==> config.mk <==
export PLATFORM = sky130hd
export DESIGN_NAME = can_slcan_rate_limited_encoder
export DESIGN_NICKNAME = d
export VERILOG_FILES = /design/src/rtl/crle_pkg.sv /design/src/rtl/crle_front.sv /design/src/rtl/crle_queue.sv /design/src/rtl/crle_serialiser.sv /design/src/rtl/can_slcan_rate_limited_encoder.sv
export SDC_FILE = /design/constraint.sdc
export NUM_CORES = 2
export LEC_CHECK = 0
export BUFFER_PORTS_ARGS = -buffer_cell sky130_fd_sc_hd__clkbuf_2
export CAP_MARGIN = 20
export CORE_ASPECT_RATIO = 0.8
export CORE_MARGIN = 2
export CORE_UTILIZATION = 45
export DETAILED_ROUTE_END_ITERATION = 8
export PLACE_DENSITY = 0.62
export SETUP_SLACK_MARGIN = 0.05
export SLEW_MARGIN = 40
export SYNTH_ARGS = -nofsm -noshare
export SYNTH_HDL_FRONTEND = slang
export SYNTH_MEMORY_MAX_BITS = 65536
export SYNTH_SLANG_ARGS = --single-unit
==> constraint.sdc <==
create_clock -name clock -period 11.19 [get_ports clock]
set_input_delay 0.5595 -clock clock [delete_from_list [all_inputs] [get_ports clock]]
set_output_delay 0.5595 -clock clock [all_outputs]
set_load 0.1 [all_outputs]
==> src/rtl/crle_pkg.sv <==
// shared types, character codes and helpers for the rate-limited slcan encoder
package crle_pkg;

   // frame record passed from the front end to the serialiser
   typedef struct packed {
      logic [28:0] can_id;
      logic        is_extended;
      logic [3:0]  data_length;
      logic [63:0] payload;
   } frame_type;

   // fixed characters of an slcan line
   localparam logic [7:0] CHAR_STD  = 8'h74;
   localparam logic [7:0] CHAR_EXT  = 8'h54;
   localparam logic [7:0] CHAR_ZERO = 8'h30;
   localparam logic [7:0] CHAR_CR   = 8'h0D;

   // longest data field in bytes
   localparam logic [3:0] MAX_LEN = 4'd8;

   // nibble to uppercase ascii hex digit
   function automatic logic [7:0] hex_char(input logic [3:0] nib);
      logic [7:0] wide;
      wide = {4'h0, nib};
      if (nib < 4'd10) begin
         hex_char = 8'h30 + wide;
      end else begin
         hex_char = 8'h37 + wide;
      end
   endfunction

endpackage

==> src/rtl/crle_front.sv <==
// front end: accepts frames, looks up the identifier table and decides forward or drop
module crle_front #(
   parameter int TABLE_ENTRIES = 64
) (
   input  logic                clock,
   input  logic                reset,
   input  logic                req_valid,
   output logic                req_stall,
   input  logic [31:0]         req_now_ms,
   input  logic [28:0]         req_can_id,
   input  logic                req_is_extended,
   input  logic                req_is_remote,
   input  logic [3:0]          req_data_length,
   input  logic [63:0]         req_payload,
   input  logic [15:0]         min_interval_ms,
   output logic                push_valid,
   input  logic                queue_full,
   output crle_pkg::frame_type push_frame
);

   localparam int IDX_W = (TABLE_ENTRIES > 1) ? $clog2(TABLE_ENTRIES) : 1;
   localparam int CNT_W = $clog2(TABLE_ENTRIES + 1);
   localparam logic [CNT_W-1:0] ENTRIES = CNT_W'(TABLE_ENTRIES);

   typedef enum logic [3:0] {
      F_IDLE   = 4'b0001,
      F_SCAN   = 4'b0010,
      F_DECIDE = 4'b0100,
      F_PUSH   = 4'b1000
   } front_state_type;

   front_state_type state_ff, state_in;

   // latched frame
   logic [31:0] now_ff, now_in;
   logic [28:0] id_ff, id_in;
   logic        ext_ff, ext_in;
   logic [3:0]  len_ff, len_in;
   logic [63:0] pay_ff, pay_in;

   // table bookkeeping
   logic [CNT_W-1:0] used_ff, used_in;
   logic [CNT_W-1:0] issue_ff, issue_in;
   logic             cmp_vld_ff, cmp_vld_in;
   logic [IDX_W-1:0] cmp_idx_ff, cmp_idx_in;
   logic             hit_ff, hit_in;
   logic [IDX_W-1:0] hit_idx_ff, hit_idx_in;
   logic [31:0]      hit_time_ff, hit_time_in;

   // table memories
   logic [28:0] ident_mem [TABLE_ENTRIES];
   logic [31:0] time_mem [TABLE_ENTRIES];
   logic [28:0] ident_rd_ff;
   logic [31:0] time_rd_ff;

   logic             rd_en;
   logic             mem_we;
   logic [IDX_W-1:0] mem_wa;
   logic             issuing;
   logic             match;
   logic [31:0]      age;

   assign issuing = (issue_ff < used_ff);
   assign match   = cmp_vld_ff && (ident_rd_ff == id_ff);
   assign age     = now_ff - hit_time_ff;

   // next state and datapath
   always_comb begin
      state_in    = state_ff;
      now_in      = now_ff;
      id_in       = id_ff;
      ext_in      = ext_ff;
      len_in      = len_ff;
      pay_in      = pay_ff;
      used_in     = used_ff;
      issue_in    = issue_ff;
      cmp_vld_in  = 1'b0;
      cmp_idx_in  = issue_ff[IDX_W-1:0];
      hit_in      = hit_ff;
      hit_idx_in  = hit_idx_ff;
      hit_time_in = hit_time_ff;
      rd_en       = 1'b0;
      mem_we      = 1'b0;
      mem_wa      = hit_idx_ff;
      unique case (state_ff)
         F_IDLE: begin
            if (req_valid && !req_is_remote) begin
               now_in   = req_now_ms;
               id_in    = req_can_id;
               ext_in   = req_is_extended;
               len_in   = (req_data_length > crle_pkg::MAX_LEN) ? crle_pkg::MAX_LEN
                                                                : req_data_length;
               pay_in   = req_payload;
               issue_in = '0;
               state_in = F_SCAN;
            end
         end
         F_SCAN: begin
            // one table read per cycle, compared in the cycle after
            rd_en      = issuing;
            cmp_vld_in = issuing;
            if (issuing) begin
               issue_in = issue_ff + 1'b1;
            end
            if (match) begin
               hit_in      = 1'b1;
               hit_idx_in  = cmp_idx_ff;
               hit_time_in = time_rd_ff;
               cmp_vld_in  = 1'b0;
               state_in    = F_DECIDE;
            end else if (!issuing) begin
               hit_in   = 1'b0;
               state_in = F_DECIDE;
            end
         end
         F_DECIDE: begin
            if (hit_ff) begin
               if (age < {16'h0000, min_interval_ms}) begin
                  state_in = F_IDLE;
               end else begin
                  mem_we   = 1'b1;
                  state_in = F_PUSH;
               end
            end else begin
               // new identifier, tracked only while there is room
               mem_wa   = used_ff[IDX_W-1:0];
               state_in = F_PUSH;
               if (used_ff < ENTRIES) begin
                  mem_we  = 1'b1;
                  used_in = used_ff + 1'b1;
               end
            end
         end
         F_PUSH: begin
            if (!queue_full) begin
               state_in = F_IDLE;
            end
         end
         default: begin
            state_in = F_IDLE;
         end
      endcase
   end

   // control registers
   always_ff @(posedge clock) begin
      if (reset) begin
         state_ff   <= F_IDLE;
         used_ff    <= '0;
         issue_ff   <= '0;
         cmp_vld_ff <= 1'b0;
         hit_ff     <= 1'b0;
      end else begin
         state_ff   <= state_in;
         used_ff    <= used_in;
         issue_ff   <= issue_in;
         cmp_vld_ff <= cmp_vld_in;
         hit_ff     <= hit_in;
      end
   end

   // payload registers
   always_ff @(posedge clock) begin
      now_ff      <= now_in;
      id_ff       <= id_in;
      ext_ff      <= ext_in;
      len_ff      <= len_in;
      pay_ff      <= pay_in;
      cmp_idx_ff  <= cmp_idx_in;
      hit_idx_ff  <= hit_idx_in;
      hit_time_ff <= hit_time_in;
   end

   // identifier and time tables
   always_ff @(posedge clock) begin
      if (mem_we) begin
         ident_mem[mem_wa] <= id_ff;
         time_mem[mem_wa]  <= now_ff;
      end
      if (rd_en) begin
         ident_rd_ff <= ident_mem[issue_ff[IDX_W-1:0]];
         time_rd_ff  <= time_mem[issue_ff[IDX_W-1:0]];
      end
   end

   assign req_stall              = (state_ff != F_IDLE);
   assign push_valid             = (state_ff == F_PUSH);
   assign push_frame.can_id      = id_ff;
   assign push_frame.is_extended = ext_ff;
   assign push_frame.data_length = len_ff;
   assign push_frame.payload     = pay_ff;

endmodule

==> src/rtl/crle_queue.sv <==
// two-entry frame queue between the front end and the serialiser
module crle_queue (
   input  logic                clock,
   input  logic                reset,
   input  logic                push,
   input  crle_pkg::frame_type push_frame,
   output logic                full,
   input  logic                pop,
   output logic                empty,
   output crle_pkg::frame_type head
);

   crle_pkg::frame_type slot_ff [2];
   logic       wr_ptr_ff;
   logic       rd_ptr_ff;
   logic [1:0] count_ff;
   logic       do_push;
   logic       do_pop;

   assign full    = (count_ff == 2'd2);
   assign empty   = (count_ff == 2'd0);
   assign do_push = push && !full;
   assign do_pop  = pop && !empty;
   assign head    = slot_ff[rd_ptr_ff];

   // pointers and fill level
   always_ff @(posedge clock) begin
      if (reset) begin
         wr_ptr_ff <= 1'b0;
         rd_ptr_ff <= 1'b0;
         count_ff  <= 2'd0;
      end else begin
         if (do_push) begin
            wr_ptr_ff <= !wr_ptr_ff;
         end
         if (do_pop) begin
            rd_ptr_ff <= !rd_ptr_ff;
         end
         if (do_push && !do_pop) begin
            count_ff <= count_ff + 2'd1;
         end else if (do_pop && !do_push) begin
            count_ff <= count_ff - 2'd1;
         end
      end
   end

   // storage
   always_ff @(posedge clock) begin
      if (do_push) begin
         slot_ff[wr_ptr_ff] <= push_frame;
      end
   end

endmodule

==> src/rtl/crle_serialiser.sv <==
// back end: turns a queued frame into slcan characters, one beat per cycle while rsp_stall is low
module crle_serialiser (
   input  logic                clock,
   input  logic                reset,
   input  logic                queue_empty,
   input  crle_pkg::frame_type head,
   output logic                pop,
   output logic                rsp_valid,
   input  logic                rsp_stall,
   output logic [7:0]          rsp_ascii_char,
   output logic                rsp_last_char
);

   typedef enum logic [5:0] {
      B_IDLE = 6'b000001,
      B_TYPE = 6'b000010,
      B_ID   = 6'b000100,
      B_LEN  = 6'b001000,
      B_DATA = 6'b010000,
      B_CR   = 6'b100000
   } back_state_type;

   back_state_type state_ff, state_in;

   logic        ext_ff, ext_in;
   logic [3:0]  len_ff, len_in;
   logic [31:0] id_sh_ff, id_sh_in;
   logic [63:0] data_sh_ff, data_sh_in;
   logic [4:0]  cnt_ff, cnt_in;

   logic        valid_ff, valid_in;
   logic [7:0]  char_ff, char_in;
   logic        last_ff, last_in;

   logic        advance;
   logic        load;
   logic [63:0] head_swapped;

   assign advance = !valid_ff || !rsp_stall;

   // byte order reversed so byte 0 leaves first, high nibble first
   always_comb begin
      for (int b = 0; b < 8; b++) begin
         head_swapped[63 - 8*b -: 8] = head.payload[8*b +: 8];
      end
   end

   // sequencer
   always_comb begin
      state_in   = state_ff;
      ext_in     = ext_ff;
      len_in     = len_ff;
      id_sh_in   = id_sh_ff;
      data_sh_in = data_sh_ff;
      cnt_in     = cnt_ff;
      valid_in   = valid_ff;
      char_in    = char_ff;
      last_in    = last_ff;
      load       = 1'b0;
      if (advance) begin
         valid_in = (state_ff != B_IDLE);
         last_in  = 1'b0;
      end
      unique case (state_ff)
         B_IDLE: begin
            load = !queue_empty;
         end
         B_TYPE: begin
            if (advance) begin
               char_in  = ext_ff ? crle_pkg::CHAR_EXT : crle_pkg::CHAR_STD;
               cnt_in   = ext_ff ? 5'd7 : 5'd2;
               state_in = B_ID;
            end
         end
         B_ID: begin
            if (advance) begin
               char_in  = crle_pkg::hex_char(id_sh_ff[31:28]);
               id_sh_in = {id_sh_ff[27:0], 4'h0};
               if (cnt_ff == 5'd0) begin
                  state_in = B_LEN;
               end else begin
                  cnt_in = cnt_ff - 5'd1;
               end
            end
         end
         B_LEN: begin
            if (advance) begin
               char_in = crle_pkg::CHAR_ZERO + {4'h0, len_ff};
               cnt_in  = {len_ff, 1'b0} - 5'd1;
               if (len_ff == 4'd0) begin
                  state_in = B_CR;
               end else begin
                  state_in = B_DATA;
               end
            end
         end
         B_DATA: begin
            if (advance) begin
               char_in    = crle_pkg::hex_char(data_sh_ff[63:60]);
               data_sh_in = {data_sh_ff[59:0], 4'h0};
               if (cnt_ff == 5'd0) begin
                  state_in = B_CR;
               end else begin
                  cnt_in = cnt_ff - 5'd1;
               end
            end
         end
         B_CR: begin
            if (advance) begin
               char_in  = crle_pkg::CHAR_CR;
               last_in  = 1'b1;
               load     = !queue_empty;
               state_in = B_IDLE;
            end
         end
         default: begin
            state_in = B_IDLE;
         end
      endcase
      // take the next frame from the queue
      if (load) begin
         ext_in     = head.is_extended;
         len_in     = head.data_length;
         id_sh_in   = head.is_extended ? {3'b000, head.can_id}
                                       : {1'b0, head.can_id[10:0], 20'h00000};
         data_sh_in = head_swapped;
         state_in   = B_TYPE;
      end
   end

   // control registers
   always_ff @(posedge clock) begin
      if (reset) begin
         state_ff <= B_IDLE;
         valid_ff <= 1'b0;
      end else begin
         state_ff <= state_in;
         valid_ff <= valid_in;
      end
   end

   // payload registers
   always_ff @(posedge clock) begin
      ext_ff     <= ext_in;
      len_ff     <= len_in;
      id_sh_ff   <= id_sh_in;
      data_sh_ff <= data_sh_in;
      cnt_ff     <= cnt_in;
      char_ff    <= char_in;
      last_ff    <= last_in;
   end

   assign pop            = load;
   assign rsp_valid      = valid_ff;
   assign rsp_ascii_char = char_ff;
   assign rsp_last_char  = last_ff;

endmodule

==> src/rtl/can_slcan_rate_limited_encoder.sv <==
// top level of the rate-limited slcan frame encoder
//
//  channel | direction | handshake       | beat
//  --------+-----------+-----------------+-----------------------------------------
//  req_    | in        | valid / stall   | one can frame with its timestamp
//  rsp_    | out       | valid / stall   | one ascii character, last on the CR
//  csr_    | in        | valid / ready   | minimum interval in milliseconds
//
// the front end latches a frame, scans the identifiers held in the table one entry per
// cycle through its read port, decides on forward or drop and waits while the queue is
// full to push; a remote frame is swallowed. its line then leaves at one character per
// cycle while rsp_ is unstalled: 6 to 27 characters. a two-frame queue lets the next
// lookup run while a line drains. reset is synchronous and empties the table and the queue.
// a stall on rsp_ holds the output register and backs up through the queue to req_.
module can_slcan_rate_limited_encoder #(
   parameter int TABLE_ENTRIES = 64
) (
   input  logic        clock,
   input  logic        reset,
   input  logic        req_valid,
   output logic        req_stall,
   input  logic [31:0] req_now_ms,
   input  logic [28:0] req_can_id,
   input  logic        req_is_extended,
   input  logic        req_is_remote,
   input  logic [3:0]  req_data_length,
   input  logic [63:0] req_payload,
   output logic        rsp_valid,
   input  logic        rsp_stall,
   output logic [7:0]  rsp_ascii_char,
   output logic        rsp_last_char,
   input  logic        csr_valid,
   output logic        csr_ready,
   input  logic [15:0] csr_min_interval_ms
);

   logic [15:0]         interval_ff;
   logic                push_valid;
   logic                queue_full;
   logic                queue_empty;
   logic                pop;
   crle_pkg::frame_type push_frame;
   crle_pkg::frame_type head;

   // interval register
   always_ff @(posedge clock) begin
      if (reset) begin
         interval_ff <= 16'd20;
      end else if (csr_valid && csr_ready) begin
         interval_ff <= csr_min_interval_ms;
      end
   end

   assign csr_ready = 1'b1;

   crle_front #(
      .TABLE_ENTRIES(TABLE_ENTRIES)
   ) u_front (
      .clock           (clock),
      .reset           (reset),
      .req_valid       (req_valid),
      .req_stall       (req_stall),
      .req_now_ms      (req_now_ms),
      .req_can_id      (req_can_id),
      .req_is_extended (req_is_extended),
      .req_is_remote   (req_is_remote),
      .req_data_length (req_data_length),
      .req_payload     (req_payload),
      .min_interval_ms (interval_ff),
      .push_valid      (push_valid),
      .queue_full      (queue_full),
      .push_frame      (push_frame)
   );

   crle_queue u_queue (
      .clock      (clock),
      .reset      (reset),
      .push       (push_valid),
      .push_frame (push_frame),
      .full       (queue_full),
      .pop        (pop),
      .empty      (queue_empty),
      .head       (head)
   );

   crle_serialiser u_serialiser (
      .clock          (clock),
      .reset          (reset),
      .queue_empty    (queue_empty),
      .head           (head),
      .pop            (pop),
      .rsp_valid      (rsp_valid),
      .rsp_stall      (rsp_stall),
      .rsp_ascii_char (rsp_ascii_char),
      .rsp_last_char  (rsp_last_char)
   );

   // a remote frame is swallowed, leaving req_ unstalled in the next cycle
   assert property (@(posedge clock) disable iff (reset)
      req_valid && !req_stall && req_is_remote |=> !req_stall)
      else $error("front end busy after a remote frame");

   // only the closing beat carries a carriage return
   assert property (@(posedge clock) disable iff (reset)
      rsp_valid && !rsp_last_char |-> rsp_ascii_char != crle_pkg::CHAR_CR)
      else $error("carriage return inside a line");

   // a popped frame is only taken from a non-empty queue
   assert property (@(posedge clock) disable iff (reset)
      pop |-> !queue_empty)
      else $error("serialiser popped an empty queue");

   // a pending push waiting on a full queue stays pending
   assert property (@(posedge clock) disable iff (reset)
      push_valid && queue_full |=> push_valid)
      else $error("front end dropped a frame waiting on the queue");

endmodule
# Word level (Yosys, flattened, before mapping)

Memory sizes are Yosys's and may differ from the RTL's. A register that Yosys moved wholly into a read port is not among the register bits.
Cells that the tools add are included.

Bitwise gates (word level): 3
Mux-type cells: 64
Magnitude comparators: 6
Reductions and logical operators: 41
Add/sub/neg operators: 12
Equal/unequal tests: 36

Operators with widths:

| operator                                                        | number |
|---|---|
| 64-bit 2-to-1 mux                                               | 3 |
| 32-bit 2-to-1 mux                                               | 3 |
| 6-bit 2-to-1 mux                                                | 11 |
| 8-bit 2-to-1 mux                                                | 7 |
| 8-bit one-hot mux with 5 select lines                           | 1 |
| 6-bit one-hot mux with 6 select lines                           | 1 |
| 6-bit by 4-bit adder with 7-bit output, first input constant    | 5 |
| 32-bit by 16-bit less-than comparator with 1-bit output         | 1 |
| 32-bit subtractor                                               | 1 |
| 31-bit 2-to-1 mux                                               | 1 |
| 29-bit equality test                                            | 1 |
| 4-bit 2-to-1 mux                                                | 6 |
| 3-bit by 2-bit != test with 1-bit output, second input constant | 7 |
| 5-bit 2-to-1 mux                                                | 4 |
| 2-bit by 1-bit != test with 1-bit output, second input constant | 10 |
| 1-bit 2-to-1 mux                                                | 17 |
| 4-bit one-hot mux with 4 select lines                           | 1 |
| 8-bit AND reduction                                             | 2 |
| 5-bit one-hot mux with 3 select lines                           | 1 |
| 7-bit by 1-bit adder with 7-bit output, second input constant   | 2 |
| 7-bit 2-to-1 mux                                                | 2 |
| 7-bit one-hot mux with 2 select lines                           | 1 |
| 2-bit AND reduction                                             | 5 |
| 2-bit nonzero test                                              | 5 |
| other kinds (39)                                                | 64 |

Memories: 3
Bits of input ports: 152
Bits in registers: 336
RAM bits: 4100
Output and inout bits: 12

Memories:

| name              | words | bits a word | read ports | clocked after memory_dff | write ports | RTL line         | text |
|---|---|---|---|---|---|---|---|
| u_front.time_mem  | 64    | 32          | 1          | 1                        | 1           | crle_front.sv:52 | `logic [31:0] time_mem [TABLE_ENTRIES];` |
| u_front.ident_mem | 64    | 29          | 1          | 1                        | 1           | crle_front.sv:51 | `logic [28:0] ident_mem [TABLE_ENTRIES];` |
| u_queue.slot_ff   | 2     | 98          | 1          | 1                        | 1           | crle_queue.sv:13 | `crle_pkg::frame_type slot_ff [2];` |

# Depth between registers and ports, before layout

Depth after elaboration: 8
Depth in mapped cells: 21
Mapped depth without buffers: 18

# Hierarchy

A second synthesis with hierarchy kept.

Cells, all modules: 7367
Area total of the unflattened synthesis: 172773.2 µm²

By module, submodules not included:

| module                         | instances | area an instance (µm²) | cells each |
|---|---|---|---|
| crle_front                     | 1         | 159053.8               | 6431 |
| crle_queue                     | 1         | 7362.1                 | 330 |
| crle_serialiser                | 1         | 5763.0                 | 552 |
| can_slcan_rate_limited_encoder | 1         | 594.3                  | 54 |

# Least setup slack after synthesis

OpenSTA, ideal clock, no wires.

Path type: register to register
Start: register u_front.now_ff[0]
End: memory u_front.ident_mem[10][0] (enable)
Cell stages (with the launch flop): 21
Data required time: 10.558 ns
Data arrival time: 9.832 ns
Path buffers: 2
Slack: 0.726 ns
Library setup time: 0.632 ns
Path through: edfxtp_1 -> inv_1 -> ha_1 -> fa_1 -> nand2b_1 -> a21o_1 -> a31oi_1 -> nor2b_1 -> xnor2_1 -> ha_1 -> nand2_1 -> nor3_1 -> a21oi_1 -> o211ai_1 -> or4_1 -> nor4_1 -> nand4_1 -> and4b_1 -> buf_6 -> buf_6 -> nor4_1

Word-level cells in the longest chain between the ends: 7

RTL lines:

| item                                                    | RTL line          | text |
|---|---|---|
| start, declared                                         | crle_front.sv:35  | `logic [31:0] now_ff, now_in;` |
| start signal, assigned                                  | crle_front.sv:164 | `now_ff <= now_in;` |
| 32-bit subtractor                                       | crle_front.sv:65  | `assign age = now_ff - hit_time_ff;` |
| 32-bit by 16-bit less-than comparator with 1-bit output | crle_front.sv:118 | `if (age < {16'h0000, min_interval_ms}) begin` |
| 1-bit 2-to-1 mux                                        | crle_front.sv:118 |  |
| 1-bit 2-to-1 mux                                        | crle_front.sv:117 | `if (hit_ff) begin` |
| 1-bit 2-to-1 mux                                        | crle_front.sv:85  | `unique case (state_ff)` |
| 1-bit 2-to-1 mux                                        | crle_front.sv:176 | `if (mem_we) begin` |
| 1-bit 2-to-1 mux (not written as such)                  | crle_front.sv:177 | `ident_mem[mem_wa] <= id_ff;` |
| end, declared                                           | crle_front.sv:51  |  |

No other way between the ends.

# Worst setup path in the final report

Start: register u_front.now_ff[4]
End: memory u_front.time_mem[48][26] (enable)

Word-level cells in the longest chain between the ends: 7

RTL lines:

| item                                                    | RTL line          | text |
|---|---|---|
| 32-bit subtractor                                       | crle_front.sv:65  |  |
| 32-bit by 16-bit less-than comparator with 1-bit output | crle_front.sv:118 |  |
| 1-bit 2-to-1 mux                                        | crle_front.sv:118 |  |
| 1-bit 2-to-1 mux                                        | crle_front.sv:117 |  |
| 1-bit 2-to-1 mux                                        | crle_front.sv:85  |  |
| 1-bit 2-to-1 mux                                        | crle_front.sv:176 |  |
| 1-bit 2-to-1 mux (not written as such)                  | crle_front.sv:178 | `time_mem[mem_wa] <= now_ff;` |
| end, declared                                           | crle_front.sv:52  |  |

No other way between the ends.

==> impl_metrics.yaml <==
synthesis:
  synth_compound_area_share_pct: 1.05
  synth_nets: 7452
  ys_ff_latch: 4497
  yosys.area.top_type: "edfxtp_1"
  yosys-top-cells-area: "edfxtp_1 78%, mux4_2 17%, mux2i_1 0.68%"
  synth_fa_ha_area_share_pct: 0.449
  yosysMostFrequentCell: "edfxtp_1"
  synth_common_cells: "4,443 x edfxtp_1, 1,281 x mux4_2, 262 x clkbuf_1"
  synth_cells: 7239
  yosys_warnings: 0
  syn-cell-area_um2: 172000
  ys_seq_area_share_pct: 78.3
  synth_ff_type: "edfxtp_1"
  synth_xor_area_share_pct: 0.362
  synth_top_area_share_pct: 77.7
  yosys.area_share.simple_pct: 1.30
  synth_cell_type_count: 70
  ys_async_sr_fraction_pct: 0
  synthMuxAreaShare_pct: 17.6
  synth-edff-count: 4443
  syn_area_per_cell_um2: 23.7
  synth_top_family_by_area: "multiplexers"
grt:
  grt-ovfl-total: 0
  grt_pass1_wl_um: 634000
  antenna_found_initial: 43
  track_usage_pct: 23.2
  grt_max_degree: 129
  first_global_vias: 80200
placement:
  hpwl_um: 272000
  dp_slack_ps: 3830
  portBuffers: 161
  dp_cells: 12400
  gp_congestion: 0.811
clock_network:
  htreeDepth: 5
  clockRootBuffer: "clkbuf_16"
  clock_path_buffers: 4
  cts.sinks: 4497
  cts_setup_buffers: 0
  clk_pin_slew_ps: 60
  cts_tree: "yes"
  cts_made_buffers: 426
  cts_resized: 0
  insertion_delay_ps: 1030
routing:
  ant_nets: 0
  routed_via_density: 6.08
  drc: 0
  drtIter0Drc: 11500
  num_vias: 81500
  drt_first_pass_iters: 6
  route.detailed.wl_per_inst_um: 33.8
  wl_um: 454000
timing:
  setup_tns_ps: 0
  skew_ps: 80.0
  rsz0062_at_grt: "false"
  setup_viol: 0
  relSlewSlack_pct: 35.9
  max_freq_ghz: 0.137
  tightest_slew_ps: 961
  finalWorstSetupSlack_ps: 3900
  timing.final.crit_share_pct: 65.2
  drv_slew: 0
  hold_ws_ps: 137
  finalCriticalPeriod_ps: 7290
  hold_viol: 0
floorplanning:
  start_util_pct: 45.3
  design.core.area_um2: 379000
  fp.dieW_um: 695
  io_pins: 164
  rows: 202
  die_h_um: 557
  dieArea_um2: 387000
job:
  maxCapViolCount: 0
finish:
  areaGrowthSynthToFinish_pct: 14.7
  nFillCells: 28900
  fin_nets: 8149
  drive_gt1_share_pct: 30.4
  instances_no_fill: 13400
worst_hold_path:
  hold_class: "in -> reg"
power_and_ir_drop:
  power_w: 0.0350
  p_per_area_nw_per_um2: 177
  irDropWorstVdd_uv: 132
  p_leak_nw: 59.8
critical_path:
  crit_fanout: 65
  path_class: "reg -> reg"
  startpoint_type: "flip-flop"
  endpoint_kind: "flip-flop"
  arrival_ps: 7920
  critical_path_required_ps: 11820
status:
  outcome: "completed"
## critical path: stages, from the launching register on
cell and delay [ps]:
edfxtp_1 320, buf_4 570, ha_1 430, and2_1 200, a221oi_2 370, nand2_1 150, xor2_1 170, ha_1 310
and4_1 190, a2111oi_0 420, o21ai_1 170, a21oi_1 210, o211ai_1 120, or4_1 580, nor4_1 290, nand4_1 120
and4b_4 640, buf_4 640, nor3_2 100, buf_4 360, buf_4 370
## per-layer routing
metal | track usage [%] | up-vias | wire length, um
met2 | 36.2 | 4110 | 215000
met5 | 0 | - | 46
met4 | 5.54 | 8 | 10500
met1 | 34.5 | 44500 | 187000
li1 | - | 32400 | -
met3 | 3.91 | 514 | 41200
## where the power goes
| group | internal, W | total [W] | leakage (nW) | switching [W] |
|---|---|---|---|---|
| logic | 0.000355 | 0.00127 | 12.4 | 0.000917 |
| registers | 0.0188 | 0.0189 | 40.4 | 0.000103 |
| clock network | 0.00837 | 0.0148 | 6.93 | 0.00638 |
| total | 0.0276 | 0.0350 | 59.8 | 0.00740 |
## kinds of logic after synthesis
logic type / after synthesis
simple gates: 464
buf+inv: 439
fa+ha+maj: 61
other cells: 2
xor+xnor: 71
flops: 4497
compound gates: 294
mux: 1411
## sequential cells by signal, indices dropped and copies added (netlist names), 5 cells and up, named ones only
name,count
u_front.hit_time_ff,32
u_front.now_ff,32
u_front.time_mem,2048
u_front.time_rd_ff,32
u_front.hit_idx_ff,6
u_front.ident_mem,1856
u_serialiser.state_ff,6
u_front.cmp_idx_ff,6
u_front.issue_ff,7
u_front.pay_ff,64
u_front.ident_rd_ff,29
u_serialiser.data_sh_ff,64
u_serialiser.rsp_ascii_char,7
u_front.id_ff,29
u_front.used_ff,7
interval_ff,16
u_queue.slot_ff,196
u_serialiser.id_sh_ff,32
u_serialiser.cnt_ff,5
## cell type report
class / count / area (um^2) / area share (%)
antenna: 16 / 40.0 / 0.0203
sequential: 4497 / 135000 / 68.2
timing repair buffer: 632 / 5580 / 2.83
clock buffer: 505 / 11000 / 5.58
inverter: 76 / 285 / 0.145
multi-input combinational: 2303 / 36100 / 18.3
clock inverter: 287 / 3240 / 1.64
tap: 5100 / 6380 / 3.24
## repair_timing
item / in CTS / in global routing
hold buffers: 146 / 0
endpoints found under the setup margin: 0 / 0
endpoints found under the hold margin: 146 / 0
## worst paths after layout
check / cells after the start / start / endpoint / slack (ps)
worst max-delay path: 20 / u_front.now_ff[4]$_DFFE_PP_ / u_front.time_mem[48][26]$_DFFE_PP_ / 3900
worst min register to register: 0 / u_front.cmp_idx_ff[2]$_DFF_P_ / u_front.hit_idx_ff[2]$_DFFE_PP_ / 410
worst min-delay path: 4 / rsp_stall / u_serialiser.state_ff[1]$_SDFFE_PP0P_ / 140
worst max register to register: 20 / u_front.now_ff[4]$_DFFE_PP_ / u_front.time_mem[48][26]$_DFFE_PP_ / 3900
## cells in the final DEF, fill, tap and decap left out, types with 57 or more instances in the layout
cell type and n:
clkbuf_1 75, clkbuf_16 427, mux4_2 1281, clkinv_2 90, ha_1 60, nand2_1 156
clkbuf_2 161, clkinv_1 84, mux2i_1 115, buf_6 57, buf_4 220, dlygate4sd3_1 146
inv_1 76, a21oi_1 64, edfxtp_1 4443, o21ai_0 107, nor2_1 87
## per-stage QoR
stage | utilization, % | cell area [um^2]
4_1_cts | 51.8 | 197000
5_1_grt | 52.0 | 197000
2_1_floorplan | - | 172000
3_3_place_gp | 47.5 | 180000
6_report | 52.0 | 197000
3_5_place_dp | 47.7 | 181000
No activity file was read; power rests on OpenSTA's default activity.
